==> src/rtl/core/vwbp_pkg.sv <==
// shared types and constants for the variable width bit packer
package vwbp_pkg;

  localparam int MAX_HEADER_BITS_DEF = 6;
  localparam logic [15:0] BUFFER_BYTES_RST = 16'd4096;

  typedef enum logic [2:0] {
    OP_HEADER   = 3'd0,
    OP_UNSIGNED = 3'd1,
    OP_SIGNED   = 3'd2,
    OP_BOOLEAN  = 3'd3,
    OP_FLUSH    = 3'd4
  } opcode_t;

  typedef enum logic [1:0] {
    ST_OK       = 2'd0,
    ST_REJECT   = 2'd1,
    ST_OVERFLOW = 2'd2
  } status_t;

  typedef struct packed {
    logic        byte_valid;
    logic [7:0]  out_byte;
    logic        last;
    status_t     status;
  } result_t;

endpackage

==> src/rtl/core/vwbp_engine.sv <==
// bit-serial packing engine: one bit into the partial byte per cycle, unless a blocked held word stalls it
module vwbp_engine #(
  parameter int MAX_HEADER_BITS = vwbp_pkg::MAX_HEADER_BITS_DEF
) (
  input  logic              clk,
  input  logic              rst,
  input  logic              start,
  input  logic [2:0]        opcode,
  input  logic [63:0]       value,
  input  logic [3:0]        header_width,
  input  logic [15:0]       buffer_bytes,
  output logic              idle,
  output logic              push_valid,
  output vwbp_pkg::result_t push_data,
  input  logic              push_ready
);

  localparam int HCW = $clog2(MAX_HEADER_BITS + 1);

  typedef enum logic [2:0] {
    S_IDLE   = 3'b001,
    S_SHIFT  = 3'b010,
    S_FINISH = 3'b100
  } state_t;

  state_t                     state;
  logic [63:0]                shreg;
  logic                       sign_bit;
  logic                       sign_pend;
  logic                       by_count;
  logic [HCW-1:0]             hcnt;
  logic                       dropped;
  logic                       reject;
  logic                       pend_valid;
  logic [7:0]                 pend_byte;
  logic [7:0]                 partial;
  logic [2:0]                 bitpos;
  logic [15:0]                bytes_done;

  logic                       cur_bit;
  logic                       full;
  logic                       final_bit;
  logic                       byte_done;
  logic                       step_block;
  logic [7:0]                 new_byte;
  logic [MAX_HEADER_BITS-1:0] hdr;
  logic                       hdr_bad;

  assign idle = (state == S_IDLE);
  assign hdr  = value[MAX_HEADER_BITS-1:0] - MAX_HEADER_BITS'(1);
  assign hdr_bad = (value == 64'd0) || (header_width == 4'd0) ||
                   (header_width > 4'(MAX_HEADER_BITS));

  always_comb begin
    cur_bit    = sign_pend ? sign_bit : shreg[0];
    full       = (bytes_done >= buffer_bytes);
    // magnitude ends once nothing significant is left above the current bit; a header ends on its last counted bit
    final_bit  = by_count ? (hcnt == HCW'(1)) : (!sign_pend && (shreg[63:1] == 63'd0));
    byte_done  = !full && (bitpos == 3'd7);
    new_byte   = partial;
    new_byte[7] = cur_bit;
    step_block = byte_done && pend_valid && !push_ready;

    push_valid = 1'b0;
    push_data  = '0;
    unique case (state)
      S_SHIFT: begin
        // a fresh word displaces the held one, which cannot be the last
        if (byte_done && pend_valid) begin
          push_valid = 1'b1;
          push_data.byte_valid = 1'b1;
          push_data.out_byte   = pend_byte;
          push_data.last       = 1'b0;
          push_data.status     = vwbp_pkg::ST_OK;
        end
      end
      S_FINISH: begin
        push_valid = 1'b1;
        if (pend_valid) begin
          push_data.byte_valid = 1'b1;
          push_data.out_byte   = pend_byte;
          push_data.last       = !dropped;
          push_data.status     = vwbp_pkg::ST_OK;
        end else begin
          push_data.byte_valid = 1'b0;
          push_data.out_byte   = 8'd0;
          push_data.last       = 1'b1;
          if (dropped) begin
            push_data.status = vwbp_pkg::ST_OVERFLOW;
          end else if (reject) begin
            push_data.status = vwbp_pkg::ST_REJECT;
          end else begin
            push_data.status = vwbp_pkg::ST_OK;
          end
        end
      end
      default: begin
        push_valid = 1'b0;
      end
    endcase
  end

  always_ff @(posedge clk) begin
    if (rst) begin
      state      <= S_IDLE;
      pend_valid <= 1'b0;
      partial    <= 8'd0;
      bitpos     <= 3'd0;
      bytes_done <= 16'd0;
      dropped    <= 1'b0;
      reject     <= 1'b0;
      sign_pend  <= 1'b0;
      by_count   <= 1'b0;
    end else begin
      unique case (state)
        S_IDLE: begin
          if (start) begin
            dropped   <= 1'b0;
            reject    <= 1'b0;
            sign_pend <= 1'b0;
            by_count  <= 1'b0;
            unique case (opcode)
              vwbp_pkg::OP_HEADER: begin
                if (hdr_bad) begin
                  reject <= 1'b1;
                  state  <= S_FINISH;
                end else begin
                  shreg    <= 64'(hdr);
                  hcnt     <= HCW'(header_width);
                  by_count <= 1'b1;
                  state    <= S_SHIFT;
                end
              end
              vwbp_pkg::OP_UNSIGNED: begin
                shreg <= value;
                state <= S_SHIFT;
              end
              vwbp_pkg::OP_SIGNED: begin
                sign_bit  <= value[63];
                sign_pend <= 1'b1;
                shreg     <= value[63] ? (64'd0 - value) : value;
                state     <= S_SHIFT;
              end
              vwbp_pkg::OP_BOOLEAN: begin
                shreg <= {63'd0, (value != 64'd0)};
                state <= S_SHIFT;
              end
              vwbp_pkg::OP_FLUSH: begin
                pend_valid <= (bitpos != 3'd0);
                pend_byte  <= partial;
                partial    <= 8'd0;
                bitpos     <= 3'd0;
                bytes_done <= 16'd0;
                state      <= S_FINISH;
              end
              default: begin
                state <= S_FINISH;
              end
            endcase
          end
        end
        S_SHIFT: begin
          if (!step_block) begin
            if (full) begin
              dropped <= 1'b1;
            end else if (byte_done) begin
              pend_byte  <= new_byte;
              pend_valid <= 1'b1;
              partial    <= 8'd0;
              bitpos     <= 3'd0;
              bytes_done <= bytes_done + 16'd1;
            end else begin
              partial[bitpos] <= cur_bit;
              bitpos          <= bitpos + 3'd1;
            end
            if (sign_pend) begin
              sign_pend <= 1'b0;
            end else begin
              shreg <= shreg >> 1;
            end
            if (by_count) begin
              hcnt <= hcnt - HCW'(1);
            end
            if (final_bit) begin
              state <= S_FINISH;
            end
          end
        end
        S_FINISH: begin
          if (push_ready) begin
            if (pend_valid) begin
              pend_valid <= 1'b0;
              // after an overflow the status word still has to follow
              if (!dropped) begin
                state <= S_IDLE;
              end
            end else begin
              state <= S_IDLE;
            end
          end
        end
        default: begin
          state <= S_IDLE;
        end
      endcase
    end
  end

  a_idle_no_pending: assert property (@(posedge clk) disable iff (rst)
    (state == S_IDLE) |-> !pend_valid)
    else $error("held word left over at end of item");

  a_no_push_idle: assert property (@(posedge clk) disable iff (rst)
    push_valid |-> (state != S_IDLE))
    else $error("result pushed while idle");

  a_count_nonzero: assert property (@(posedge clk) disable iff (rst)
    ((state == S_SHIFT) && by_count) |-> (hcnt != '0))
    else $error("header bit count ran out");

  a_status_word_last: assert property (@(posedge clk) disable iff (rst)
    (push_valid && !push_data.byte_valid) |-> push_data.last)
    else $error("status word not marked last");

  a_byte_wrap: assert property (@(posedge clk) disable iff (rst)
    ((state == S_SHIFT) && !step_block && byte_done) |=> (bitpos == 3'd0))
    else $error("bit position not cleared after a full word");

endmodule

==> src/rtl/core/variable_width_bit_packer_top.sv <==
// top level of the variable width bit packer: handshakes, register, output stage
//
//   channel   direction  handshake          contents
//   in        input      in_valid/in_stall  opcode, value, header_width
//   out       output     out_valid/out_stall byte_valid, out_byte, last, status
//   cfg       input      cfg_valid/cfg_ready cfg_data (buffer_bytes)
//
// an item is loaded, then packed one bit per cycle unless a blocked held word
// stalls it (up to 65 bits for a signed value), then closed by one or two words;
// the shift register moves one bit at a time
// a finished word is held in the engine until the next one completes or the item ends;
// packing pauses only while that held word is blocked by a stalled output register
// reset is synchronous and needs no clearing pass; buffer_bytes returns to 4096
module variable_width_bit_packer_top #(
  parameter int MAX_HEADER_BITS = vwbp_pkg::MAX_HEADER_BITS_DEF
) (
  input  logic        clk,
  input  logic        rst,
  input  logic        in_valid,
  output logic        in_stall,
  input  logic [2:0]  opcode,
  input  logic [63:0] value,
  input  logic [3:0]  header_width,
  output logic        out_valid,
  input  logic        out_stall,
  output logic        byte_valid,
  output logic [7:0]  out_byte,
  output logic        last,
  output logic [1:0]  status,
  input  logic        cfg_valid,
  output logic        cfg_ready,
  input  logic [15:0] cfg_data
);

  logic [15:0]       buffer_bytes;
  logic              eng_idle;
  logic              push_valid;
  logic              push_ready;
  vwbp_pkg::result_t push_data;
  vwbp_pkg::result_t out_reg;

  assign in_stall   = !eng_idle;
  assign cfg_ready  = eng_idle;
  assign push_ready = !out_valid || !out_stall;

  always_ff @(posedge clk) begin
    if (rst) begin
      buffer_bytes <= vwbp_pkg::BUFFER_BYTES_RST;
    end else if (cfg_valid && cfg_ready) begin
      buffer_bytes <= cfg_data;
    end
  end

  vwbp_engine #(
    .MAX_HEADER_BITS (MAX_HEADER_BITS)
  ) u_engine (
    .clk          (clk),
    .rst          (rst),
    .start        (in_valid && !in_stall),
    .opcode       (opcode),
    .value        (value),
    .header_width (header_width),
    .buffer_bytes (buffer_bytes),
    .idle         (eng_idle),
    .push_valid   (push_valid),
    .push_data    (push_data),
    .push_ready   (push_ready)
  );

  always_ff @(posedge clk) begin
    if (rst) begin
      out_valid <= 1'b0;
    end else if (push_valid && push_ready) begin
      out_valid <= 1'b1;
    end else if (!out_stall) begin
      out_valid <= 1'b0;
    end
  end

  always_ff @(posedge clk) begin
    if (push_valid && push_ready) begin
      out_reg <= push_data;
    end
  end

  assign byte_valid = out_reg.byte_valid;
  assign out_byte   = out_reg.out_byte;
  assign last       = out_reg.last;
  assign status     = out_reg.status;

endmodule

==> config.mk <==
export PLATFORM = sky130hd
export DESIGN_NAME = variable_width_bit_packer_top
export DESIGN_NICKNAME = d
export VERILOG_FILES = /design/src/rtl/core/vwbp_pkg.sv /design/src/rtl/core/vwbp_engine.sv /design/src/rtl/core/variable_width_bit_packer_top.sv
export SDC_FILE = /design/constraint.sdc
export NUM_CORES = 1
export LEC_CHECK = 0
export ABC_AREA = 1
export BUFFER_PORTS_ARGS = -buffer_cell sky130_fd_sc_hd__buf_2
export CAP_MARGIN = 5
export CORE_MARGIN = 2
export CORE_UTILIZATION = 60
export DETAILED_ROUTE_END_ITERATION = 8
export GPL_TIMING_DRIVEN = 0
export PLACE_DENSITY = 0.81
export SETUP_SLACK_MARGIN = 0.15
export SLEW_MARGIN = 20
export SYNTH_ARGS = -nofsm -noshare
export SYNTH_HDL_FRONTEND = slang
export SYNTH_SLANG_ARGS = --single-unit
==> constraint.sdc <==
create_clock -name clk -period 17.82 [get_ports clk]
set_input_delay 2.673 -clock clk [delete_from_list [all_inputs] [get_ports clk]]
set_output_delay 2.673 -clock clk [all_outputs]
set_load 0.02 [all_outputs]
==> results list <==
- Area growth from synthesis to layout: 14.6%
- The floorplan has 47 rows.
- After legalization and detailed placement, the total HPWL measured 23700 um.
* Transition time at the pin with the least slew margin: 0.899 ns
* Worst reg2reg endpoint: u_engine.shreg[14]$_DFFE_PP_
- Across all hold checks on the routed design, the worst slack comes to 0.437 ns.
* Via count of the first global-routing pass: 9988
- Diode insertion count for antenna repair: 0
- Synthesis produced a netlist whose cell count is 1472.
* Worst setup slack before clock tree synthesis: 12.22 ns
* Endpoint of the worst hold path: u_engine.pend_byte[5]$_DFFE_PP_
- For this configuration, the core starts out at a cell density of 0.607.
- Routability-driven placement finished with a final weighted congestion of 1.01.
* Worst VDD drop: 0.0804 mV
* CTS tree: yes
* Clock-pin slew of the registers on the worst-case setup and hold paths: 0.06 ns
- Of the cells placed in the final design, the portion with a size suffix greater than 1 is 0.126.
- The die covers 17600 um2.
- In this run the most critical hold path is launched from u_engine.partial[5]$_SDFFE_PP0P_.
- The analysis attributes to cell leakage a power of 4.85 nW.
* First-pass GRT wire length: 49800 um
- Final setup violating endpoints: 0
* Multiplexer share of the synthesized area: 0
- Predominant post-synthesis flop cell: edfxtp_1
- Overall fraction of global-route tracks in use: 0.360
* Global routing met3 resource utilization: 0.0613
- Clk root buf: clkbuf_16
* First DRT Iteration DRCs: 1192
- DRC errors left: 0
* Biggest area consumer among synthesized cells: edfxtp_1
* Share of async-settable or async-resettable flops after synthesis: 0
- After global routing the overflow that remains totals 0.
* Combinational family with the most area after synthesis: simple AND/OR/NAND/NOR gates
* Critical Path Source Type: primary input
- Avg Synthesized Cell Area: 6.76 um2
* Vias per std cell: 5.88
- Net count after synthesis: 1587
* Die W: 133 um
- Final cell count without fillers: 1835
* H-Tree Depth: 4
- Final #Nets: 1717
- Sequential element share of the synthesized area: 0.370
- Of the total power, the clock network draws 0.274.
- Number of flops mapped to enable cells by yosys: 88
- Compound-gate portion of the synthesized area: 0.124
* Final period demand of the worst path: 5.19 ns
* Area share of and/or/nand/nor cells after synthesis: 0.374
- Fin Clk Skew: 0.0126 ns
- Area share of fa/ha/maj cells after synthesis: 0.0289
- met2 is the most crowded layer.
- TritonRoute pass-1 iters: 9
- Number of flip-flops and latches in the synthesized netlist: 140
- Of the total synthesized cell area, the portion taken by XOR and XNOR cells is 0.0150.
* Area share of the largest cell type after synthesis: 0.265
- Post-CTS timing repair inserted 0 buffers for setup.
* Maximum clock path buffer count: 2
* Number of routed nets with antenna violations: 0
- Count of cells resized by post-cts repair: 0
* Slew Viols, Final: 0
* Total negative setup slack: 0 ns
- Hold buffer count at cts: 0
- Fraction of power spent switching nets: 0.403
* Combinational group share of total power: 0.357
- After detailed placement, the design holds a cell count of 1803.
- Summed over all layers, the routed wires come to 31500 um.
* Unrepaired setup endpoints after global routing: false
- Die Ht: 133 um
- Hold Path Cell Cnt: 0
* Status: finished, final reports clean
* Worst Reg-to-Reg Cells: 17
- In the post-synthesis netlist, the cell with the most instances is nand2_1.
- Count of port buffers added during placement: 105
- The worst setup path is of the primary input to flop kind.
* Worst hold path type: flop to flop
- Max-cap violations in this run came to 0.
- The synthesized netlist contains 50 unique library cells.
- Summed over all nets, the switching power comes to 0.532 mW.
* I/O pin count: 107
- Core Area: 16400 um2
- Ys Warns: 0
- FF-to-FF setup slack: 14.28 ns
- Top post-synthesis cells by area: edfxtp_1 (27%), nand2_1 (17%), dfxtp_1 (10%)
- Once layout is complete, the utilization of the core stands at 0.695.
- The internal power of the cells totals 0.790 mW.
* Startpoint of the worst setup timing path: value[0]
* Data required time at the worst endpoint: 17.98 ns
- The initial antenna violation count came to 0.
- Relative slew slack: 0.399
- Endpoint class of the critical path: flop
- Grt met1 use: 0.453
- Along the worst path, the maximum fanout reaches 11.
* Largest net degree at the start of global routing: 17
- The clock net in this run drives a total of 140 sinks.
- Fraction of the cycle the final worst path needs: 0.291
* Number of buffers inserted during clock tree synthesis: 17
* Number of endpoints with negative hold slack in the final report: 0
- Arrival time of the worst setup path: 5.34 ns
* Met2 layer usage reported by global route: 0.598
- The worst register-to-register path begins at u_engine.bytes_done[0]$_SDFFE_PP0P_.
- In the final routed layout, each cell accounts on average for 17.2 um.
- Once routing completed, OpenROAD measured the worst setup slack at 12.63 ns.
* Highest Clock Rate: 193 MHz
* DR vias: 10794
- Of the total power, registers draw 0.369.
- By count the netlist is led by nand2_1 (446), inv_1 (168), nor2_1 (164).
- The synthesized netlist occupies a cell area of 9960 um2.
- Power per cell area: 116 nW/um2
* Clock Latency Late Sink: 0.45 ns
-- placed cells by master (no fill, tap or decap), types with 17 or more instances in the layout --
master / n
nand2_1: 446
inv_1: 168
nor2_1: 164
nand3_1: 114
buf_2: 112
o21ai_0: 90
edfxtp_1: 88
a21oi_1: 69
dfxtp_1: 52
nand4_1: 46
clkbuf_1: 33
nor3_1: 27
ha_1: 23
clkbuf_16: 17
-- routing by layer --
metal / up-vias / wire, um
li1: 5155 / -
met5: - / 0
met3: 120 / 3260
met1: 4841 / 12200
met2: 678 / 14500
met4: 0 / 1500
-- worst max path at each step --
stage                                               to  slack [ns]  cells after the start
after floorplan            u_engine.shreg[0]$_DFFE_PP_        9.39                      9
after global placement    u_engine.shreg[17]$_DFFE_PP_        7.03                     10
after detailed placement  u_engine.shreg[18]$_DFFE_PP_       12.22                     13
after CTS                  u_engine.shreg[5]$_DFFE_PP_       12.66                     13
after global routing      u_engine.shreg[14]$_DFFE_PP_       12.49                     13
final                     u_engine.shreg[14]$_DFFE_PP_       12.63                     13
-- registers in the layout, summed over array words and instances (netlist names), 8 cells and up --
register / cells
u_engine.pend_byte: 8
out_byte: 8
u_engine.shreg: 64
buffer_bytes: 16
u_engine.partial: 8
u_engine.bytes_done: 16
-- logic make-up (layout without fill, tap and decap cells) --
logic type	after synthesis	count (layout)
AO/OA/AOI/OAI	218	218
XOR/XNOR	17	17
adder cells (fa/ha/maj)	23	23
buffers and inverters	226	369
flip-flops	140	140
AND/OR/NAND/NOR	848	848
-- layout make-up --
type	count	area [um2]
Fill cell	1440	5000
Inverter	172	646
Tap cell	220	275
Sequential cell	140	3680
Timing Repair Buffer	111	574
Clock inverter	15	169
Buffer	54	234
Multi-Input combinational cell	1106	5400
Clock buffer	17	425
-- through the flow --
step | total power, mW | cell area [um2]
5_1_grt | 1.40 | 11400
3_5_place_dp | 0.949 | 10800
3_3_place_gp | 0.937 | 10800
4_1_cts | 1.31 | 11400
2_1_floorplan | 0.818 | 9960
6_report | 1.32 | 11400
-- power groups by stage --
stage / Sequential, mW / Combinational (mW) / Clock, mW
detailed placement: 0.492 / 0.457 / 0
global route: 0.495 / 0.524 / 0.376
CTS: 0.486 / 0.465 / 0.361
finish: 0.487 / 0.472 / 0.362
global placement: 0.501 / 0.436 / 0
floorplan: 0.492 / 0.325 / 0
-- critical path: stages --
cell and delay, ns:
buf_2 0.10, inv_1 0.07, ha_1 0.28, nand2_1 0.15, nor2_2 0.11, nand3_2 0.13, nor2_1 0.07, nand2_1 0.17
a21oi_1 0.16, nor3_2 0.66, buf_4 0.32, buf_4 0.22, buf_4 0.20
No activity file was read; power rests on OpenSTA's default activity.
